[config.mk]
export PLATFORM = sky130hd
export DESIGN_NAME = voxel_sdf_stamp_top
export DESIGN_NICKNAME = d
export VERILOG_FILES = /design/src/rtl/core/vss_pkg.sv /design/src/rtl/core/vss_front.sv /design/src/rtl/core/vss_root_cell.sv /design/src/rtl/core/vss_finish.sv /design/src/rtl/core/voxel_sdf_stamp_top.sv
export SDC_FILE = /design/constraint.sdc
export NUM_CORES = 2
export LEC_CHECK = 0
export BUFFER_PORTS_ARGS = -buffer_cell sky130_fd_sc_hd__clkbuf_2
export CAP_MARGIN = 0
export CORE_MARGIN = 3
export CORE_UTILIZATION = 37
export CTS_CLUSTER_SIZE = 14
export DETAILED_ROUTE_END_ITERATION = 16
export PLACE_DENSITY = 0.56
export SLEW_MARGIN = 10
export SYNTH_ARGS = -nofsm -noshare
export SYNTH_HDL_FRONTEND = slang
export SYNTH_SLANG_ARGS = --single-unit
[constraint.sdc]
create_clock -name clk -period 142.7 [get_ports clk]
set_clock_uncertainty 0.15 [all_clocks]
set_input_delay 0 -clock clk [delete_from_list [all_inputs] [get_ports clk]]
set_output_delay 0 -clock clk [all_outputs]
set_load 0.01 [all_outputs]
[src/rtl/core/vss_pkg.sv]
// shared types, widths and codes for the voxel sdf stamp pipeline
// no dependencies; imported by every module under rtl/core
package vss_pkg;

    // grid and fixed point format
    localparam int GRID_SIZE  = 64;
    localparam int COORD_W    = $clog2(GRID_SIZE);
    localparam int FRAC_W     = 8;
    localparam int PX_W       = COORD_W + FRAC_W;

    // field widths
    localparam int CENTER_W   = 17;
    localparam int EXTENT_W   = 16;
    localparam int DIST_W     = 24;
    localparam int COLOR_W    = 24;
    localparam int OP_W       = 3;
    localparam int CFG_IDX_W  = 3;
    localparam int CFG_DATA_W = 24;

    // datapath widths, sized for grids up to 256 per axis
    localparam int AXES       = 3;
    localparam int DIFF_W     = 18;
    localparam int TERM_W     = 17;
    localparam int SQ_W       = 2 * TERM_W;
    localparam int RAD_W      = 36;
    localparam int ROOT_STEPS = RAD_W / 2;
    localparam int ROOT_W     = ROOT_STEPS;
    localparam int REM_W      = ROOT_W + 1;
    localparam int BIAS_W     = 17;
    localparam int S_W        = 20;

    // paint thresholds in 8 fraction bit units
    localparam logic signed [S_W-1:0] SPHERE_PAINT_LIMIT = 20'sd384;
    localparam logic signed [S_W-1:0] BOX_PAINT_LIMIT    = 20'sd25;

    // operation codes: shape * 3 + merge rule
    typedef enum logic [OP_W-1:0] {
        OP_SPHERE_REPLACE,
        OP_SPHERE_UNION,
        OP_SPHERE_SUBTRACT,
        OP_BOX_REPLACE,
        OP_BOX_UNION,
        OP_BOX_SUBTRACT
    } op_t;

    // configuration register indexes
    typedef enum logic [CFG_IDX_W-1:0] {
        REG_OPERATION,
        REG_CENTER_X,
        REG_CENTER_Y,
        REG_CENTER_Z,
        REG_EXTENT_X,
        REG_EXTENT_Y,
        REG_EXTENT_Z,
        REG_PAINT_COLOR
    } cfg_reg_t;

    typedef struct packed {
        logic [OP_W-1:0]            operation;
        logic signed [CENTER_W-1:0] center_x;
        logic signed [CENTER_W-1:0] center_y;
        logic signed [CENTER_W-1:0] center_z;
        logic [EXTENT_W-1:0]        extent_x;
        logic [EXTENT_W-1:0]        extent_y;
        logic [EXTENT_W-1:0]        extent_z;
        logic [COLOR_W-1:0]         paint_color;
    } cfg_t;

    typedef struct packed {
        logic [COORD_W-1:0]       voxel_x;
        logic [COORD_W-1:0]       voxel_y;
        logic [COORD_W-1:0]       voxel_z;
        logic signed [DIST_W-1:0] old_distance;
        logic [COLOR_W-1:0]       old_color;
    } voxel_t;

    typedef struct packed {
        logic signed [DIST_W-1:0] new_distance;
        logic [COLOR_W-1:0]       new_color;
        logic                     painted;
    } result_t;

    // per voxel data riding alongside the distance math
    typedef struct packed {
        logic signed [DIST_W-1:0] old_distance;
        logic [COLOR_W-1:0]       old_color;
        logic signed [BIAS_W-1:0] bias;
    } side_t;

    // word handed from one square root cell to the next
    typedef struct packed {
        logic [RAD_W-1:0]  rad;
        logic [ROOT_W-1:0] root;
        logic [REM_W-1:0]  rem;
        side_t             side;
    } lane_t;

    function automatic logic shape_is_box(input logic [OP_W-1:0] op);
        return (op == OP_BOX_REPLACE) || (op == OP_BOX_UNION) || (op == OP_BOX_SUBTRACT);
    endfunction

endpackage

[src/rtl/core/vss_front.sv]
// front pipeline: offsets from center, box folding, squares and their sum
// depends on vss_pkg; feeds the first square root cell
module vss_front (
    input  logic           clk,
    input  logic           rst_n,
    input  logic           en,
    input  logic           in_valid,
    input  vss_pkg::voxel_t voxel,
    input  vss_pkg::cfg_t   cfg,
    output logic           out_valid,
    output vss_pkg::lane_t  lane
);
    import vss_pkg::*;

    logic [COORD_W-1:0]         coord  [AXES];
    logic signed [CENTER_W-1:0] center [AXES];
    logic [EXTENT_W-1:0]        extent [AXES];

    logic signed [DIFF_W-1:0] diff_c [AXES];
    logic signed [DIFF_W-1:0] abs_c  [AXES];
    logic [TERM_W-1:0]        mag_c  [AXES];
    logic signed [DIFF_W-1:0] q_c    [AXES];
    logic [TERM_W-1:0]        term_c [AXES];
    logic [SQ_W-1:0]          sq_c   [AXES];
    logic signed [DIFF_W-1:0] qmax_c;
    logic signed [BIAS_W-1:0] bias_c;
    logic                     box;
    logic [RAD_W-1:0]         rad_c;

    logic signed [DIFF_W-1:0] s1_diff_reg [AXES];
    logic [TERM_W-1:0]        s2_mag_reg  [AXES];
    logic signed [DIFF_W-1:0] s2_q_reg    [AXES];
    logic [TERM_W-1:0]        s3_term_reg [AXES];
    logic [SQ_W-1:0]          s4_sq_reg   [AXES];
    logic [RAD_W-1:0]         s5_rad_reg;
    side_t                    s1_side_reg, s2_side_reg, s3_side_reg, s4_side_reg, s5_side_reg;
    logic [4:0]               valid_reg;

    // per axis views of the input word and configuration
    assign coord[0]  = voxel.voxel_x;
    assign coord[1]  = voxel.voxel_y;
    assign coord[2]  = voxel.voxel_z;
    assign center[0] = cfg.center_x;
    assign center[1] = cfg.center_y;
    assign center[2] = cfg.center_z;
    assign extent[0] = cfg.extent_x;
    assign extent[1] = cfg.extent_y;
    assign extent[2] = cfg.extent_z;

    assign box = shape_is_box(cfg.operation);

    // offset from center, magnitude, and distance outside each box slab
    always_comb
    begin
        for (int a = 0; a < AXES; a++)
        begin
            diff_c[a] = $signed({{(DIFF_W-PX_W){1'b0}}, coord[a], {FRAC_W{1'b0}}})
                      - $signed({{(DIFF_W-CENTER_W){center[a][CENTER_W-1]}}, center[a]});
            abs_c[a]  = (s1_diff_reg[a] < 0) ? -s1_diff_reg[a] : s1_diff_reg[a];
            mag_c[a]  = abs_c[a][TERM_W-1:0];
            q_c[a]    = $signed({1'b0, mag_c[a]})
                      - $signed({{(DIFF_W-EXTENT_W){1'b0}}, extent[a]});
        end
    end

    // terms to square and the additive bias for each shape
    always_comb
    begin
        for (int a = 0; a < AXES; a++)
        begin
            if (box)
            begin
                term_c[a] = (s2_q_reg[a] < 0) ? '0 : s2_q_reg[a][TERM_W-1:0];
            end
            else
            begin
                term_c[a] = s2_mag_reg[a];
            end
            sq_c[a] = s3_term_reg[a] * s3_term_reg[a];
        end
        qmax_c = s2_q_reg[0];
        if (s2_q_reg[1] > qmax_c)
        begin
            qmax_c = s2_q_reg[1];
        end
        if (s2_q_reg[2] > qmax_c)
        begin
            qmax_c = s2_q_reg[2];
        end
        if (box)
        begin
            bias_c = (qmax_c < 0) ? qmax_c[BIAS_W-1:0] : '0;
        end
        else
        begin
            bias_c = -$signed({1'b0, cfg.extent_x});
        end
        rad_c = {{(RAD_W-SQ_W){1'b0}}, s4_sq_reg[0]}
              + {{(RAD_W-SQ_W){1'b0}}, s4_sq_reg[1]}
              + {{(RAD_W-SQ_W){1'b0}}, s4_sq_reg[2]};
    end

    // payload stages
    always_ff @(posedge clk)
    begin
        if (en)
        begin
            for (int a = 0; a < AXES; a++)
            begin
                s1_diff_reg[a] <= diff_c[a];
                s2_mag_reg[a]  <= mag_c[a];
                s2_q_reg[a]    <= q_c[a];
                s3_term_reg[a] <= term_c[a];
                s4_sq_reg[a]   <= sq_c[a];
            end
            s1_side_reg.old_distance <= voxel.old_distance;
            s1_side_reg.old_color    <= voxel.old_color;
            s1_side_reg.bias         <= '0;
            s2_side_reg              <= s1_side_reg;
            s3_side_reg.old_distance <= s2_side_reg.old_distance;
            s3_side_reg.old_color    <= s2_side_reg.old_color;
            s3_side_reg.bias         <= bias_c;
            s4_side_reg              <= s3_side_reg;
            s5_side_reg              <= s4_side_reg;
            s5_rad_reg               <= rad_c;
        end
    end

    // stage occupancy
    always_ff @(posedge clk or negedge rst_n)
    begin
        if (!rst_n)
        begin
            valid_reg <= '0;
        end
        else if (en)
        begin
            valid_reg <= {valid_reg[3:0], in_valid};
        end
    end

    assign out_valid = valid_reg[4];
    assign lane.rad  = s5_rad_reg;
    assign lane.root = '0;
    assign lane.rem  = '0;
    assign lane.side = s5_side_reg;

endmodule

[src/rtl/core/vss_root_cell.sv]
// one square root cell: settles one root bit and passes the word on
// depends on vss_pkg; chained ROOT_STEPS times in the top level
module vss_root_cell (
    input  logic          clk,
    input  logic          rst_n,
    input  logic          en,
    input  logic          in_valid,
    input  vss_pkg::lane_t lane_in,
    output logic          out_valid,
    output vss_pkg::lane_t lane_out
);
    import vss_pkg::*;

    logic [REM_W+1:0] cur;
    logic [REM_W+1:0] trial;
    logic [REM_W+1:0] diff;
    logic             take;
    lane_t            lane_next;
    lane_t            lane_reg;
    logic             valid_reg;

    // bring down the next two radicand bits and try the next root bit
    always_comb
    begin
        cur   = {lane_in.rem, lane_in.rad[RAD_W-1 -: 2]};
        trial = {{(REM_W-ROOT_W){1'b0}}, lane_in.root, 2'b01};
        diff  = cur - trial;
        take  = (cur >= trial);
        lane_next.rad  = lane_in.rad << 2;
        lane_next.root = {lane_in.root[ROOT_W-2:0], take};
        lane_next.rem  = take ? diff[REM_W-1:0] : cur[REM_W-1:0];
        lane_next.side = lane_in.side;
    end

    always_ff @(posedge clk)
    begin
        if (en)
        begin
            lane_reg <= lane_next;
        end
    end

    always_ff @(posedge clk or negedge rst_n)
    begin
        if (!rst_n)
        begin
            valid_reg <= 1'b0;
        end
        else if (en)
        begin
            valid_reg <= in_valid;
        end
    end

    assign out_valid = valid_reg;
    assign lane_out  = lane_reg;

endmodule

[src/rtl/core/vss_finish.sv]
// rounding, shape distance, merge rule, paint test and output register
// depends on vss_pkg; takes the last square root cell's word
module vss_finish (
    input  logic             clk,
    input  logic             rst_n,
    input  logic             en,
    input  logic             in_valid,
    input  vss_pkg::lane_t    lane,
    input  vss_pkg::cfg_t     cfg,
    output logic             out_valid,
    output vss_pkg::result_t  result
);
    import vss_pkg::*;

    logic                     round_up;
    logic [ROOT_W:0]          rounded;
    logic signed [S_W-1:0]    s_c;
    logic signed [S_W-1:0]    s_reg;
    side_t                    side_reg;
    logic                     s_valid_reg;

    logic signed [DIST_W-1:0] s_wide;
    logic signed [DIST_W-1:0] neg_s;
    logic signed [DIST_W-1:0] old_d;
    logic signed [S_W-1:0]    limit;
    logic                     paint;
    result_t                  result_next;
    result_t                  result_reg;
    logic                     result_valid_reg;

    // round the root to nearest, then add the shape bias
    always_comb
    begin
        round_up = (lane.rem > {1'b0, lane.root});
        rounded  = {1'b0, lane.root} + {{ROOT_W{1'b0}}, round_up};
        s_c      = $signed({1'b0, rounded})
                 + $signed({{(S_W-BIAS_W){lane.side.bias[BIAS_W-1]}}, lane.side.bias});
    end

    // merge into the stored distance; range analysis keeps it inside 24 bits
    always_comb
    begin
        s_wide = {{(DIST_W-S_W){s_reg[S_W-1]}}, s_reg};
        neg_s  = -s_wide;
        old_d  = side_reg.old_distance;
        limit  = shape_is_box(cfg.operation) ? BOX_PAINT_LIMIT : SPHERE_PAINT_LIMIT;
        paint  = (cfg.paint_color != '0) && (s_reg <= limit);
        result_next.new_distance = old_d;
        result_next.new_color    = paint ? cfg.paint_color : side_reg.old_color;
        result_next.painted      = paint;
        unique case (op_t'(cfg.operation)) inside
            OP_SPHERE_REPLACE, OP_BOX_REPLACE:
            begin
                result_next.new_distance = s_wide;
            end
            OP_SPHERE_UNION, OP_BOX_UNION:
            begin
                result_next.new_distance = (s_wide < old_d) ? s_wide : old_d;
            end
            OP_SPHERE_SUBTRACT, OP_BOX_SUBTRACT:
            begin
                result_next.new_distance = (neg_s > old_d) ? neg_s : old_d;
            end
            default:
            begin
                // undefined operation: pass the voxel through untouched
                result_next.new_distance = old_d;
                result_next.new_color    = side_reg.old_color;
                result_next.painted      = 1'b0;
            end
        endcase
    end

    always_ff @(posedge clk)
    begin
        if (en)
        begin
            s_reg      <= s_c;
            side_reg   <= lane.side;
            result_reg <= result_next;
        end
    end

    always_ff @(posedge clk or negedge rst_n)
    begin
        if (!rst_n)
        begin
            s_valid_reg      <= 1'b0;
            result_valid_reg <= 1'b0;
        end
        else if (en)
        begin
            s_valid_reg      <= in_valid;
            result_valid_reg <= s_valid_reg;
        end
    end

    assign out_valid = result_valid_reg;
    assign result    = result_reg;

endmodule

[src/rtl/core/voxel_sdf_stamp_top.sv]
// Voxel SDF stamp: merges a sphere or box signed distance into a voxel stream.
// Config port: cfg_valid/cfg_ready with cfg_index and cfg_data; cfg_ready is
// always high. Index 0 operation, 1-3 center x/y/z, 4-6 extent x/y/z,
// 7 paint color. Write registers only while no voxel is in flight.
// Voxel port: voxel_valid/voxel_ready carrying one voxel_t word per voxel.
// Result port: result_valid/result_ready carrying one result_t word per voxel.
// The pipeline holds 25 register stages between the voxel port and result_valid:
// five front stages (offset, magnitude, fold, square, sum), 18 square root cells
// each settling one root bit of the 36-bit sum, one rounding stage and the
// output register.
// Throughput is one voxel per cycle unless stalled; all stages advance together;
// when the receiver holds result_ready low with a result waiting, every stage
// freezes and voxel_ready drops in the same cycle, so nothing is lost.
// Reset clears all valid flags and all configuration registers to zero.
// Depends on vss_pkg, vss_front, vss_root_cell and vss_finish.
module voxel_sdf_stamp_top (
    input  logic                                 clk,
    input  logic                                 rst_n,
    input  logic                                 cfg_valid,
    output logic                                 cfg_ready,
    input  logic [vss_pkg::CFG_IDX_W-1:0]        cfg_index,
    input  logic [vss_pkg::CFG_DATA_W-1:0]       cfg_data,
    input  logic                                 voxel_valid,
    output logic                                 voxel_ready,
    input  vss_pkg::voxel_t                      voxel,
    output logic                                 result_valid,
    input  logic                                 result_ready,
    output vss_pkg::result_t                     result
);
    import vss_pkg::*;

    cfg_t  cfg_reg;
    logic  en;
    lane_t lane      [ROOT_STEPS+1];
    logic  lane_valid [ROOT_STEPS+1];

    // configuration registers
    always_ff @(posedge clk or negedge rst_n)
    begin
        if (!rst_n)
        begin
            cfg_reg <= '0;
        end
        else if (cfg_valid && cfg_ready)
        begin
            unique case (cfg_reg_t'(cfg_index))
                REG_OPERATION:   cfg_reg.operation   <= cfg_data[OP_W-1:0];
                REG_CENTER_X:    cfg_reg.center_x    <= cfg_data[CENTER_W-1:0];
                REG_CENTER_Y:    cfg_reg.center_y    <= cfg_data[CENTER_W-1:0];
                REG_CENTER_Z:    cfg_reg.center_z    <= cfg_data[CENTER_W-1:0];
                REG_EXTENT_X:    cfg_reg.extent_x    <= cfg_data[EXTENT_W-1:0];
                REG_EXTENT_Y:    cfg_reg.extent_y    <= cfg_data[EXTENT_W-1:0];
                REG_EXTENT_Z:    cfg_reg.extent_z    <= cfg_data[EXTENT_W-1:0];
                REG_PAINT_COLOR: cfg_reg.paint_color <= cfg_data[COLOR_W-1:0];
                default:         cfg_reg             <= cfg_reg;
            endcase
        end
    end

    assign cfg_ready = 1'b1;

    // pipeline moves whenever the output register is free or being drained
    assign en          = !result_valid || result_ready;
    assign voxel_ready = en;

    vss_front u_front (
        .clk       (clk),
        .rst_n     (rst_n),
        .en        (en),
        .in_valid  (voxel_valid),
        .voxel     (voxel),
        .cfg       (cfg_reg),
        .out_valid (lane_valid[0]),
        .lane      (lane[0])
    );

    // square root chain, one result bit per cell
    for (genvar i = 0; i < ROOT_STEPS; i++)
    begin : g_root
        vss_root_cell u_cell (
            .clk       (clk),
            .rst_n     (rst_n),
            .en        (en),
            .in_valid  (lane_valid[i]),
            .lane_in   (lane[i]),
            .out_valid (lane_valid[i+1]),
            .lane_out  (lane[i+1])
        );
    end

    vss_finish u_finish (
        .clk       (clk),
        .rst_n     (rst_n),
        .en        (en),
        .in_valid  (lane_valid[ROOT_STEPS]),
        .lane      (lane[ROOT_STEPS]),
        .cfg       (cfg_reg),
        .out_valid (result_valid),
        .result    (result)
    );

endmodule
==> flow_summary.ini <==
[run_status]
status = completed

[floorplanning]
dieArea_um2 = 382300
coreArea_um2 = 372800
io_pins = 150
num_rows = 224
die_w_um = 618.3
initial_core_util_pct = 37.22
die_y_um = 618.3

[run]
drv_cap = 0

[sta]
rsz0062_at_grt = no
fin_tns_setup_ns = 0
timing.final.crit_period_ns = 7.936
setup-violations-final = 0
hold_viol = 0
fmax_ghz = 0.1260
tightestPinTransition_ns = 1.197
timing.final.crit_share_pct = 5.561
maxSlewViolCount = 0
relSlewSlack_pct = 19.75

[routing]
drc = 0
ant_nets = 0
routed_wl_um = 278600
drt-initial-drc-count = 4860
dr.pass1.iters = 6
wl_per_cell_um = 17.77
vias = 75660
drt-vias-per-instance = 4.825

[synthesis]
synth_edf_count = 2720
synth_area_per_cell_um2 = 14.00
synthDistinctLibCells = 95
syn_area_um2 = 138700
synth-seq-area-share_pct = 61.60
yosysTopAreaCell = edfxtp_1
mappedNetlistNets = 11380
async_flop_share_pct = 5.259
syn_inst = 9911
synth.area.top_cells = edfxtp_1 59%, fa_1 8.4%, ha_1 7.1%
ys_ff_latch = 2871
synthFlopType = edfxtp_1
yosysWarnings = 0
synth_top_area_share_pct = 58.87

[final_layout]
drive_gt1_share_pct = 8.492
fin_nets = 11920
postLayoutCellArea_um2 = 157700
syn_to_final_growth_pct = 13.68
final_common_cell = edfxtp_1
fillCellCount = 33950
largest_reg_flops = 1967
layout_common_cells = 2720 x edfxtp_1, 1284 x inv_1, 789 x ha_1

[place]
place_congestion = 0.8494
hpwl_um = 197400
numPortBuffers = 148
place_area_um2 = 145500

[critical_path]
arrival_ns = 8.40
crit_type = reg2reg
crit_path_max_fanout = 15
required_ns = 143.16
endpoint_kind = flip-flop
start_kind = flip-flop

[min_path]
hold_path.class = in2reg

[global_routing]
grt_pass1_wl_um = 440900
track_usage_pct = 14.48
antenna_found_initial = 7
grt_pass1_vias = 79050
overflow = 0
grt_max_degree = 228

[clock_network]
cts_resized = 0
clock_latency_ns = 0.88
clock_sinks = 2871
cts_buffers = 313
root_buffer = clkbuf_16
cts_tree = yes
clockBufferDepth = 4
clk_pin_slew_ns = 0.06
cts-htree-levels = 5
[through the flow]
| stage | hold WS [ns] | std cells | util, % | setup WS [ns] |
|---|---|---|---|---|
| after floorplan | -0.4456 | 9911 | - | 86.43 |
| after global placement | -0.01010 | 14900 | 39.05 | 134.83 |
| after detailed placement | 0.01080 | 14900 | 39.05 | 134.70 |
| after CTS | 0.003638 | 15680 | 42.30 | 134.68 |
| after global routing | 0.04022 | 15680 | 42.31 | 134.22 |
| final | 0.05123 | 15680 | 42.31 | 134.76 |
[worst paths after layout]
path	startpoint	to	slack, ns	depth (start not counted)
max in group asynchronous	rst_n	cfg_reg[123]	141.35	4
min in group asynchronous	rst_n	cfg_reg[102]	0.09	4
hold / removal	cfg_data[9]	cfg_reg[98]	0.05	4
hold reg to reg	g_root[2].u_cell.lane_out[134]	g_root[3].u_cell.lane_out[136]	0.24	0
setup / recovery	u_front.s3_term_reg[0][42]	u_front.s4_sq_reg[0][100]	134.76	21
setup reg to reg	u_front.s3_term_reg[0][42]	u_front.s4_sq_reg[0][100]	134.76	21
[logic make-up after synthesis]
logic type | synth area share [%]
muxes | 1.655
xor gates and xnor gates | 3.668
buffers and inverters | 4.028
and+or+nand+nor | 7.122
AOI/OAI and AO/OA | 6.358
DFF | 61.60
other | 0.005413
adders and majority gates | 15.56
[worst max-delay path, cell delays in order, from the launching register on]
cell and delay, ns:
edfxtp_1 0.82, inv_1 0.26, nor2_1 0.34, fa_1 0.51, fa_1 0.48, fa_1 0.53
fa_1 0.54, fa_1 0.55, inv_1 0.06, fa_1 0.53, inv_1 0.05, ha_1 0.34
and3_1 0.19, a221o_1 0.35, a21oi_1 0.23, nor3b_2 0.27, o21ai_1 0.15, a2111oi_0 0.65
o21ai_1 0.19, a31o_2 0.26, a21oi_1 0.18, xnor2_1 0.09
[synthesized netlist by cell type, types with 160 or more instances]
cell         n
and2_1     190
nor2_1     389
xnor2_1    402
ha_1       789
a21oi_1    347
inv_1     1285
mux2_2     183
a21o_1     160
fa_1       581
nand2_1    679
o21ai_0    331
xor2_1     179
clkbuf_1   175
edfxtp_1  2720
[routing by layer]
metal	GRT usage [%]	vias to the layer above	routed length [um]
met4	4.610	4	8404
li1	-	36220	-
met5	0	-	34
met2	25.03	1372	137800
met1	18.87	37610	122100
met3	1.895	455	10280
[timing repair]
item,CTS,global route
setup endpoints to repair,0,0
hold buffers,209,0
buffers inserted,0,0
hold endpoints to repair,376,0
[final cells by class]
| type | instances | area, um^2 | share of cell area [%] |
|---|---|---|---|
| repair buffers | 421 | 3374 | 2.140 |
| flip-flops and latches | 2871 | 85460 | 54.19 |
| clock inverters | 168 | 1738 | 1.102 |
| inverters | 1289 | 4846 | 3.073 |
| well taps | 4972 | 6221 | 3.945 |
| diodes | 4 | 10.01 | 0.006347 |
| clock buffers | 395 | 8297 | 5.261 |
| multi-input cells | 5560 | 47760 | 30.29 |
Power is not shown: default switching activity piles up to over one toggle a cycle in this logic, so the estimate is an artifact.
